$ cat config.mk
export PLATFORM = sky130hd
export DESIGN_NAME = char_lcd_nibble_writer_core
export DESIGN_NICKNAME = d
export VERILOG_FILES = /design/src/rtl/core/lcdnw_pkg.sv /design/src/rtl/core/char_lcd_nibble_writer_core.sv /design/src/rtl/core/lcdnw_cfg_regs.sv /design/src/rtl/core/lcdnw_seq.sv /design/src/rtl/core/lcdnw_out_reg.sv
export SDC_FILE = /design/constraint.sdc
export NUM_CORES = 1
export LEC_CHECK = 0
export ABC_CLOCK_PERIOD_IN_PS = 4600
export BUFFER_PORTS_ARGS = -buffer_cell sky130_fd_sc_hd__clkbuf_2
export CAP_MARGIN = 20
export CELL_PAD_IN_SITES_DETAIL_PLACEMENT = 0
export CELL_PAD_IN_SITES_GLOBAL_PLACEMENT = 1
export CORE_ASPECT_RATIO = 1.5
export CORE_MARGIN = 2
export CORE_UTILIZATION = 45
export CTS_CLUSTER_SIZE = 40
export DETAILED_ROUTE_END_ITERATION = 8
export PLACE_DENSITY_LB_ADDON = 0.1
export SLEW_MARGIN = 20
export SYNTH_ARGS = -nofsm -noshare
export SYNTH_HDL_FRONTEND = slang
export SYNTH_SLANG_ARGS = --single-unit
$ cat constraint.sdc
create_clock -name i_clk -period 4.6 [get_ports i_clk]
set_clock_uncertainty 0.15 [all_clocks]
set_input_delay 0.46 -clock i_clk [delete_from_list [all_inputs] [get_ports i_clk]]
set_output_delay 0.46 -clock i_clk [all_outputs]
set_load 0.05 [all_outputs]
$ cat src/rtl/core/lcdnw_pkg.sv
`default_nettype none

package lcdnw_pkg;

    // Column clamp
    localparam int MAX_COLUMNS = 40;
    localparam logic [5:0] COL_LIMIT = 6'(MAX_COLUMNS - 1);

    // Request kinds
    localparam logic [2:0] KIND_TICK = 3'd0;
    localparam logic [2:0] KIND_CMD  = 3'd1;
    localparam logic [2:0] KIND_DATA = 3'd2;
    localparam logic [2:0] KIND_INIT = 3'd3;
    localparam logic [2:0] KIND_POS  = 3'd4;

    // Configuration register indexes
    localparam logic [1:0] CFG_ENABLE_PHASE = 2'd0;
    localparam logic [1:0] CFG_SLOW_SETTLE  = 2'd1;
    localparam logic [1:0] CFG_FAST_SETTLE  = 2'd2;
    localparam logic [1:0] CFG_POWERUP      = 2'd3;

    // Configuration reset values
    localparam logic [7:0]  RST_ENABLE_PHASE = 8'd4;
    localparam logic [15:0] RST_SLOW_SETTLE  = 16'd40;
    localparam logic [7:0]  RST_FAST_SETTLE  = 8'd1;
    localparam logic [15:0] RST_POWERUP      = 16'd16384;

    // LCD commands used by the sequences
    localparam logic [7:0] CMD_HOME      = 8'h02;
    localparam logic [7:0] CMD_ROW1      = 8'hC0;
    localparam logic [7:0] CMD_SHIFT_R   = 8'h14;
    localparam logic [7:0] CMD_SLOW_LIM  = 8'h04;
    localparam logic [3:0] INIT_LEN      = 4'd11;

    // Pin word: [5] enable, [4] rs, [3:0] data
    localparam logic [5:0] PIN_EN_SET = 6'h20;
    localparam logic [5:0] PIN_EN_CLR = 6'h1F;
    localparam logic [5:0] PIN_RS_CLR = 6'h0F;

    typedef enum logic [5:0] {
        PH_IDLE    = 6'b000001,
        PH_POWERUP = 6'b000010,
        PH_SETUP   = 6'b000100,
        PH_EN_HIGH = 6'b001000,
        PH_EN_LOW  = 6'b010000,
        PH_SETTLE  = 6'b100000
    } t_phase;

    typedef enum logic [1:0] {
        SEQ_NONE   = 2'd0,
        SEQ_SINGLE = 2'd1,
        SEQ_INIT   = 2'd2,
        SEQ_POS    = 2'd3
    } t_seq;

    typedef struct packed {
        logic [2:0] kind;
        logic [7:0] byte_value;
        logic       row;
        logic [5:0] column;
    } t_in;

    typedef struct packed {
        logic [3:0] lcd_data;
        logic       lcd_rs;
        logic       lcd_en;
        logic       busy_res;
        logic       rejected;
    } t_out;

    typedef struct packed {
        logic [7:0]  enable_phase_ticks;
        logic [15:0] slow_settle_ticks;
        logic [7:0]  fast_settle_ticks;
        logic [15:0] powerup_ticks;
    } t_cfg;

    // Init command ROM
    function automatic logic [7:0] init_cmd(input logic [3:0] step);
        logic [7:0] c;
        case (step)
            4'd0:    c = 8'h02;
            4'd1:    c = 8'h28;
            4'd2:    c = 8'h0E;
            4'd3:    c = 8'h01;
            4'd4:    c = 8'h80;
            4'd5:    c = 8'h06;
            4'd6:    c = 8'h01;
            4'd7:    c = 8'h0F;
            4'd8:    c = 8'h01;
            4'd9:    c = 8'h80;
            4'd10:   c = 8'h01;
            default: c = 8'h00;
        endcase
        return c;
    endfunction

endpackage

`default_nettype wire

$ cat src/rtl/core/char_lcd_nibble_writer_core.sv
// Channel   Direction  Handshake                   Word
// in        input      i_in_valid / o_in_ready     i_in_data   (kind, byte, row, column)
// out       output     o_out_valid / i_out_ready   o_out_data  (pins, busy, rejected)
// cfg       input      i_cfg_valid / o_cfg_ready   i_cfg_index, i_cfg_data
//
// One word per clock unless stalled; one result per accepted word, valid next cycle.
// The sequencer state and the output register are the only stages on the path.
// A word is taken while the result register is empty or being read in the same cycle.
// Config writes are always taken.
// Reset (i_rst_n low, synchronous) puts the sequencer in idle with all pins low.
`default_nettype none

module char_lcd_nibble_writer_core (
    input  wire logic          i_clk,
    input  wire logic          i_rst_n,
    input  wire logic          i_in_valid,
    output wire logic          o_in_ready,
    input  wire lcdnw_pkg::t_in i_in_data,
    output wire logic          o_out_valid,
    input  wire logic          i_out_ready,
    output lcdnw_pkg::t_out    o_out_data,
    input  wire logic          i_cfg_valid,
    output wire logic          o_cfg_ready,
    input  wire logic [1:0]    i_cfg_index,
    input  wire logic [15:0]   i_cfg_data
);
    import lcdnw_pkg::*;

    t_cfg cfg;
    t_out result;
    logic can_load;
    logic accept;

    assign o_cfg_ready = 1'b1;
    assign o_in_ready  = can_load;
    assign accept      = i_in_valid && can_load;

    lcdnw_cfg_regs u_cfg (
        .i_clk   (i_clk),
        .i_rst_n (i_rst_n),
        .i_wr    (i_cfg_valid),
        .i_index (i_cfg_index),
        .i_wdata (i_cfg_data),
        .o_cfg   (cfg)
    );

    lcdnw_seq u_seq (
        .i_clk    (i_clk),
        .i_rst_n  (i_rst_n),
        .i_accept (accept),
        .i_item   (i_in_data),
        .i_cfg    (cfg),
        .o_result (result)
    );

    lcdnw_out_reg u_out (
        .i_clk       (i_clk),
        .i_rst_n     (i_rst_n),
        .i_load      (accept),
        .i_result    (result),
        .i_out_ready (i_out_ready),
        .o_out_valid (o_out_valid),
        .o_out_data  (o_out_data),
        .o_can_load  (can_load)
    );

endmodule

`default_nettype wire

$ cat src/rtl/core/lcdnw_cfg_regs.sv
`default_nettype none

module lcdnw_cfg_regs (
    input  wire logic          i_clk,
    input  wire logic          i_rst_n,
    input  wire logic          i_wr,
    input  wire logic [1:0]    i_index,
    input  wire logic [15:0]   i_wdata,
    output lcdnw_pkg::t_cfg    o_cfg
);
    import lcdnw_pkg::*;

    t_cfg r_cfg;

    // Register file, written one word at a time
    always_ff @(posedge i_clk) begin
        if (!i_rst_n) begin
            r_cfg.enable_phase_ticks <= RST_ENABLE_PHASE;
            r_cfg.slow_settle_ticks  <= RST_SLOW_SETTLE;
            r_cfg.fast_settle_ticks  <= RST_FAST_SETTLE;
            r_cfg.powerup_ticks      <= RST_POWERUP;
        end else if (i_wr) begin
            unique case (i_index)
                CFG_ENABLE_PHASE: r_cfg.enable_phase_ticks <= i_wdata[7:0];
                CFG_SLOW_SETTLE:  r_cfg.slow_settle_ticks  <= i_wdata;
                CFG_FAST_SETTLE:  r_cfg.fast_settle_ticks  <= i_wdata[7:0];
                CFG_POWERUP:      r_cfg.powerup_ticks      <= i_wdata;
                default:          ;
            endcase
        end
    end

    assign o_cfg = r_cfg;

endmodule

`default_nettype wire

$ cat src/rtl/core/lcdnw_seq.sv
`default_nettype none

module lcdnw_seq (
    input  wire logic          i_clk,
    input  wire logic          i_rst_n,
    input  wire logic          i_accept,
    input  wire lcdnw_pkg::t_in  i_item,
    input  wire lcdnw_pkg::t_cfg i_cfg,
    output lcdnw_pkg::t_out    o_result
);
    import lcdnw_pkg::*;

    t_phase      r_phase, n_phase;
    t_seq        r_seq, n_seq;
    logic [15:0] r_wait, n_wait;
    logic [7:0]  r_shift, n_shift;
    logic        r_sel, n_sel;
    logic        r_lnn, n_lnn;
    logic [3:0]  r_init, n_init;
    logic [5:0]  r_shifts, n_shifts;
    logic        r_row, n_row;
    logic [5:0]  r_pin, n_pin;

    logic        busy;
    logic        rejected;
    logic        next_go;
    logic        start_go;
    logic        setup_go;
    logic [7:0]  start_byte;
    logic        start_rs;
    logic [15:0] wait_dec;
    logic [15:0] phase_len;
    logic [15:0] settle_len;

    assign busy = (r_phase != PH_IDLE);

    // Enable phase length, zero taken as one
    assign phase_len = (i_cfg.enable_phase_ticks == 8'd0) ? 16'd1
                                                          : {8'd0, i_cfg.enable_phase_ticks};

    // Slow settle only after commands below four
    assign settle_len = (!r_sel && (r_shift < CMD_SLOW_LIM)) ? i_cfg.slow_settle_ticks
                                                              : {8'd0, i_cfg.fast_settle_ticks};

    // Next-state logic for one word
    always_comb begin
        n_phase    = r_phase;
        n_seq      = r_seq;
        n_wait     = r_wait;
        n_shift    = r_shift;
        n_sel      = r_sel;
        n_lnn      = r_lnn;
        n_init     = r_init;
        n_shifts   = r_shifts;
        n_row      = r_row;
        n_pin      = r_pin;
        rejected   = 1'b0;
        next_go    = 1'b0;
        start_go   = 1'b0;
        setup_go   = 1'b0;
        start_byte = 8'd0;
        start_rs   = 1'b0;
        wait_dec   = 16'd0;

        if (i_accept) begin
            unique case (i_item.kind) inside
                KIND_TICK: begin
                    if (busy) begin
                        wait_dec = (r_wait != 16'd0) ? (r_wait - 16'd1) : 16'd0;
                        n_wait   = wait_dec;
                        if (wait_dec == 16'd0) begin
                            unique case (r_phase)
                                PH_POWERUP: next_go = 1'b1;
                                PH_SETUP: begin
                                    n_pin   = r_pin | PIN_EN_SET;
                                    n_phase = PH_EN_HIGH;
                                    n_wait  = phase_len;
                                end
                                PH_EN_HIGH: begin
                                    n_pin   = r_pin & PIN_EN_CLR;
                                    n_phase = PH_EN_LOW;
                                    n_wait  = phase_len;
                                end
                                PH_EN_LOW: begin
                                    n_pin = r_pin & PIN_RS_CLR;
                                    if (!r_lnn) begin
                                        n_lnn    = 1'b1;
                                        setup_go = 1'b1;
                                    end else begin
                                        n_phase = PH_SETTLE;
                                        n_wait  = settle_len;
                                        if (settle_len == 16'd0) begin
                                            next_go = 1'b1;
                                        end
                                    end
                                end
                                PH_SETTLE: next_go = 1'b1;
                                default: begin
                                    n_phase = PH_IDLE;
                                    n_wait  = 16'd0;
                                    n_seq   = SEQ_NONE;
                                end
                            endcase
                        end
                    end
                end
                KIND_CMD, KIND_DATA: begin
                    if (busy) begin
                        rejected = 1'b1;
                    end else begin
                        n_seq      = SEQ_SINGLE;
                        start_go   = 1'b1;
                        start_byte = i_item.byte_value;
                        start_rs   = (i_item.kind == KIND_DATA);
                    end
                end
                KIND_INIT: begin
                    if (busy) begin
                        rejected = 1'b1;
                    end else begin
                        n_seq   = SEQ_INIT;
                        n_init  = 4'd0;
                        n_phase = PH_POWERUP;
                        n_wait  = i_cfg.powerup_ticks;
                        if (i_cfg.powerup_ticks == 16'd0) begin
                            next_go = 1'b1;
                        end
                    end
                end
                KIND_POS: begin
                    if (busy) begin
                        rejected = 1'b1;
                    end else begin
                        n_seq      = SEQ_POS;
                        n_row      = i_item.row;
                        n_shifts   = (i_item.column > COL_LIMIT) ? COL_LIMIT : i_item.column;
                        start_go   = 1'b1;
                        start_byte = CMD_HOME;
                    end
                end
                default: ;
            endcase
        end

        // Pick the next byte of the running sequence, or go idle
        if (next_go) begin
            if ((n_seq == SEQ_INIT) && (n_init < INIT_LEN)) begin
                start_go   = 1'b1;
                start_byte = init_cmd(n_init);
                n_init     = n_init + 4'd1;
            end else if ((n_seq == SEQ_POS) && n_row) begin
                n_row      = 1'b0;
                start_go   = 1'b1;
                start_byte = CMD_ROW1;
            end else if ((n_seq == SEQ_POS) && (n_shifts != 6'd0)) begin
                n_shifts   = n_shifts - 6'd1;
                start_go   = 1'b1;
                start_byte = CMD_SHIFT_R;
            end else begin
                n_phase = PH_IDLE;
                n_wait  = 16'd0;
                n_init  = 4'd0;
                n_seq   = SEQ_NONE;
            end
        end

        // Load a new byte, upper nibble first
        if (start_go) begin
            n_shift  = start_byte;
            n_sel    = start_rs;
            n_lnn    = 1'b0;
            setup_go = 1'b1;
        end

        // Drive the nibble with enable low
        if (setup_go) begin
            n_pin   = {1'b0, n_sel, (n_lnn ? n_shift[3:0] : n_shift[7:4])};
            n_phase = PH_SETUP;
            n_wait  = phase_len;
        end
    end

    // Sequencer state
    always_ff @(posedge i_clk) begin
        if (!i_rst_n) begin
            r_phase  <= PH_IDLE;
            r_seq    <= SEQ_NONE;
            r_wait   <= 16'd0;
            r_shift  <= 8'd0;
            r_sel    <= 1'b0;
            r_lnn    <= 1'b0;
            r_init   <= 4'd0;
            r_shifts <= 6'd0;
            r_row    <= 1'b0;
            r_pin    <= 6'd0;
        end else begin
            r_phase  <= n_phase;
            r_seq    <= n_seq;
            r_wait   <= n_wait;
            r_shift  <= n_shift;
            r_sel    <= n_sel;
            r_lnn    <= n_lnn;
            r_init   <= n_init;
            r_shifts <= n_shifts;
            r_row    <= n_row;
            r_pin    <= n_pin;
        end
    end

    // Result word after this step's update
    assign o_result = '{
        lcd_data: n_pin[3:0],
        lcd_rs:   n_pin[4],
        lcd_en:   n_pin[5],
        busy_res: (n_phase != PH_IDLE),
        rejected: rejected
    };

endmodule

`default_nettype wire

$ cat src/rtl/core/lcdnw_out_reg.sv
`default_nettype none

module lcdnw_out_reg (
    input  wire logic          i_clk,
    input  wire logic          i_rst_n,
    input  wire logic          i_load,
    input  wire lcdnw_pkg::t_out i_result,
    input  wire logic          i_out_ready,
    output wire logic          o_out_valid,
    output lcdnw_pkg::t_out    o_out_data,
    output wire logic          o_can_load
);
    import lcdnw_pkg::*;

    logic r_valid;
    t_out r_data;

    // Free, or emptied this cycle
    assign o_can_load = !r_valid || i_out_ready;

    always_ff @(posedge i_clk) begin
        if (!i_rst_n) begin
            r_valid <= 1'b0;
        end else if (i_load) begin
            r_valid <= 1'b1;
        end else if (i_out_ready) begin
            r_valid <= 1'b0;
        end
    end

    // Payload, no reset
    always_ff @(posedge i_clk) begin
        if (i_load) begin
            r_data <= i_result;
        end
    end

    assign o_out_valid = r_valid;
    assign o_out_data  = r_data;

endmodule

`default_nettype wire

==> qor.tcl <==
set qor(outcome) {completed}
set qor(synth_compound_gate_area_share) 0.214
set qor(max-clock-path-buffers) 2
set qor(first_iter_violations) 329
set qor(async_reset_ff_frac) 0
set qor(seqCellArea_um2) 2240
set qor(yosys.area_share.simple) 0.307
set qor(grt_use_total) 0.286
set qor(end_kind) {register}
set qor(cell_variety_after_synth) 81
set qor(critical_path_maximum_fanout) 12
set qor(die-height_um) 150
set qor(synth_fp_nets) 873
set qor(routed_wirelength_um) 21300
set qor(detail_route.vias_per_cell) 6.14
set qor(floorplan.rows) 53
set qor(synth-warning-count) 0
set qor(max_slew.worst_pin.slew_ns) 0.843
set qor(dp_hpwl_um) 16200
set qor(grt_max_degree) 68
set qor(yosysSeqAreaShare) 0.351
set qor(number_of_antenna_violations_at_the_first_check_in_global_routing) 0
set qor(hold_viol_final) 0
set qor(max_freq_ghz) 0.238
set qor(slew_viol_final) 0
set qor(firstDrtPassIters) 6
set qor(clock_latency_ns) 0.35
set qor(cap_viol_max_count) 0
set qor(setup_viol) 0
set qor(multi_input_comb_area_um2) 3880
set qor(clk_transition_reported_paths_ns) 0.08
set qor(initial_core_utilization) 0.459
set qor(postSynthCellCount) 825
set qor(cts_tree) {built}
set qor(vdd_drop_max_mv) 0.187
set qor(synth_area_um2) 6390
set qor(placement.setup.worst_slack_ns) 0.457
set qor(timing.setup.tns_ns) 0
set qor(grt_first_pass_wirelength_um) 33200
set qor(arrival_time_worst_endpoint_ns) 4.26
set qor(route.vias.total) 6301
set qor(postSynth.topFlopCell) {dfxtp_1}
set qor(wire_per_inst_um) 20.7
set qor(synth_adder_area_share) 0.0168
set qor(design.final.nets) 905
set qor(synth-seq-cells) 108
set qor(hold_class) {input pin to register}
set qor(xor_xnor_share_of_the_synthesized_area) 0.0274
set qor(final_critical_path_setup_slack_ns) 0.394
set qor(synth-edff-count) 8
set qor(post_cts_resize_count) 0
set qor(yosys-mux-area-fraction) 0.0415
set qor(final_cell_mix) {nand2_1 (139), dfxtp_1 (100), a21oi_1 (90)}
set qor(dieWidth_um) 101
set qor(post_cts_hold_buffers) 0
set qor(final-instance-count-excl-fill) 1027
set qor(post-place-cells) 1011
set qor(required_ns) 4.66
set qor(cts_max_level) 3
set qor(vias_in_the_first_global_route) 6154
set qor(share_of_post_route_cells_with_drive_strength_above_1) 0.137
set qor(fin_crit_sh) 0.914
set qor(power-per-cell-area_nw_per_um2) 342
set qor(leakagePower_nw) 2.63
set qor(post_cts_setup_bufs) 0
set qor(final_antenna_net_count) 0
set qor(antenna_cells) 0
set qor(area_delta_synth_final_pct) 10.6
set qor(top_level_ports) 52
set qor(period_minus_slack_ns) 4.21
set qor(cts.sinks) 108
set qor(layout_commonest_cell) {nand2_1}
set qor(dominant_combinational_cell_family_by_area_after_synthesis) {simple AND/OR/NAND/NOR gates}
set qor(port_buffers) 50
set qor(gp_congestion) 0.924
set qor(yosysTopAreaCellShare) 0.313
set qor(relSlewSlack) 0.434
set qor(path_class) {register to register}
set qor(grt_setup_unrepaired) {no}
set qor(cts.root.buffer_cell) {clkbuf_16}
set qor(yosys-top-cells-area) {dfxtp_1 (31%), nand2_1 (8.2%), a21oi_1 (7.1%)}
set qor(grt_remaining_overflow) 0
set qor(startpoint_type) {register}
set qor(avgSynthCellArea_um2) 7.74
set qor(detail_route.drc_violations) 0
set qor(fp.dieArea_um2) 15200
set qor(cts_made_buffers) 9
set qor(fillCellCount) 1414
set qor(core_area_um2) 13900
set qor(synth_area_leader_cell) {dfxtp_1}
-- per-layer routing --
metal	vias up	track usage	routed length, µm	part of all wire
met5	-	0	0	0
met4	0	0.114	785	0.037
met3	50	0.0336	778	0.037
met2	196	0.538	11500	0.54
met1	3002	0.320	8180	0.38
li1	3053	-	-	-
-- cells in the mapped netlist (9+ instances only) --
master / number
nand2_1: 139
dfxtp_1: 100
a21oi_1: 90
nor2_1: 84
clkbuf_1: 34
o21ai_0: 34
nor3_1: 29
mux2i_1: 22
nand3_1: 17
a22oi_1: 14
nor4_1: 14
nand4_1: 13
xnor2_1: 13
and2_1: 12
inv_1: 12
o21ai_1: 10
o22ai_1: 9
-- layout make-up --
class                      count  area share
sequential                   108       0.317
timing repair buffer          71      0.0577
clock inverter                 6     0.00779
multi-input combinational    655       0.549
tap                          165      0.0292
inverter                      12     0.00637
clock buffer                  10      0.0324
-- through the flow --
stage	area [µm²]	hold slack (ns)	utilization	power, mW
floorplan	6390	0.287	-	1.47
global placement	6780	0.314	0.487	1.65
CTS	7060	0.174	0.507	2.43
detailed placement	6780	0.309	0.487	1.66
finish	7070	0.180	0.507	2.41
global route	7070	0.179	0.507	2.53
-- path summary, 6_finish.rpt --
kind                          from          endpoint  slack (ns)  depth (start not counted)
setup / recovery  u_seq.r_phase[0]  u_seq.r_shift[1]        0.39                         13
setup reg to reg  u_seq.r_phase[0]  u_seq.r_shift[1]        0.39                         13
hold / removal      i_cfg_data[15]   u_cfg.o_cfg[39]        0.18                          3
hold reg to reg   u_seq.r_shift[4]  u_seq.r_shift[4]        0.32                          2
-- worst max-delay path, stage by stage, from the launching register on --
cell and delay (ns):
dfxtp_1 0.41, nor3b_1 0.41, nand4_1 0.38, nor2_1 0.36, nand3b_1 0.11, o21ai_0 0.22
ha_1 0.23, o21ai_0 0.12, buf_4 0.18, or4_1 0.50, a31oi_2 0.58, inv_1 0.19
nor2_1 0.15, nor3_1 0.06
-- power breakdown --
part | internal, mW | switching, mW
logic | 0.218 | 0.404
registers | 0.986 | 0.0370
clock network | 0.381 | 0.388
total | 1.59 | 0.829
-- registers in the layout, indices dropped and copies added, names as in the netlist --
signal / flops
u_cfg.o_cfg: 48
u_seq.r_wait: 16
u_out.o_out_data: 8
u_seq.r_shift: 8
u_seq.r_phase: 6
u_seq.r_pin: 6
u_seq.r_shifts: 6
u_seq.r_init: 4
u_seq.r_seq: 2
u_out.o_out_valid: 1
u_seq.r_lnn: 1
u_seq.r_row: 1
u_seq.r_sel: 1
-- kinds of logic (layout without fill, tap and decap cells) --
group	count (synthesis)	count (layout)
AO/OA/AOI/OAI	214	214
XOR/XNOR	20	20
adder cells (fa/ha/maj)	9	9
buffers and inverters	62	99
flip-flops	108	108
multiplexers	25	25
other	1	1
AND/OR/NAND/NOR	386	386
Note: power is estimated with default switching activity, not from simulation.
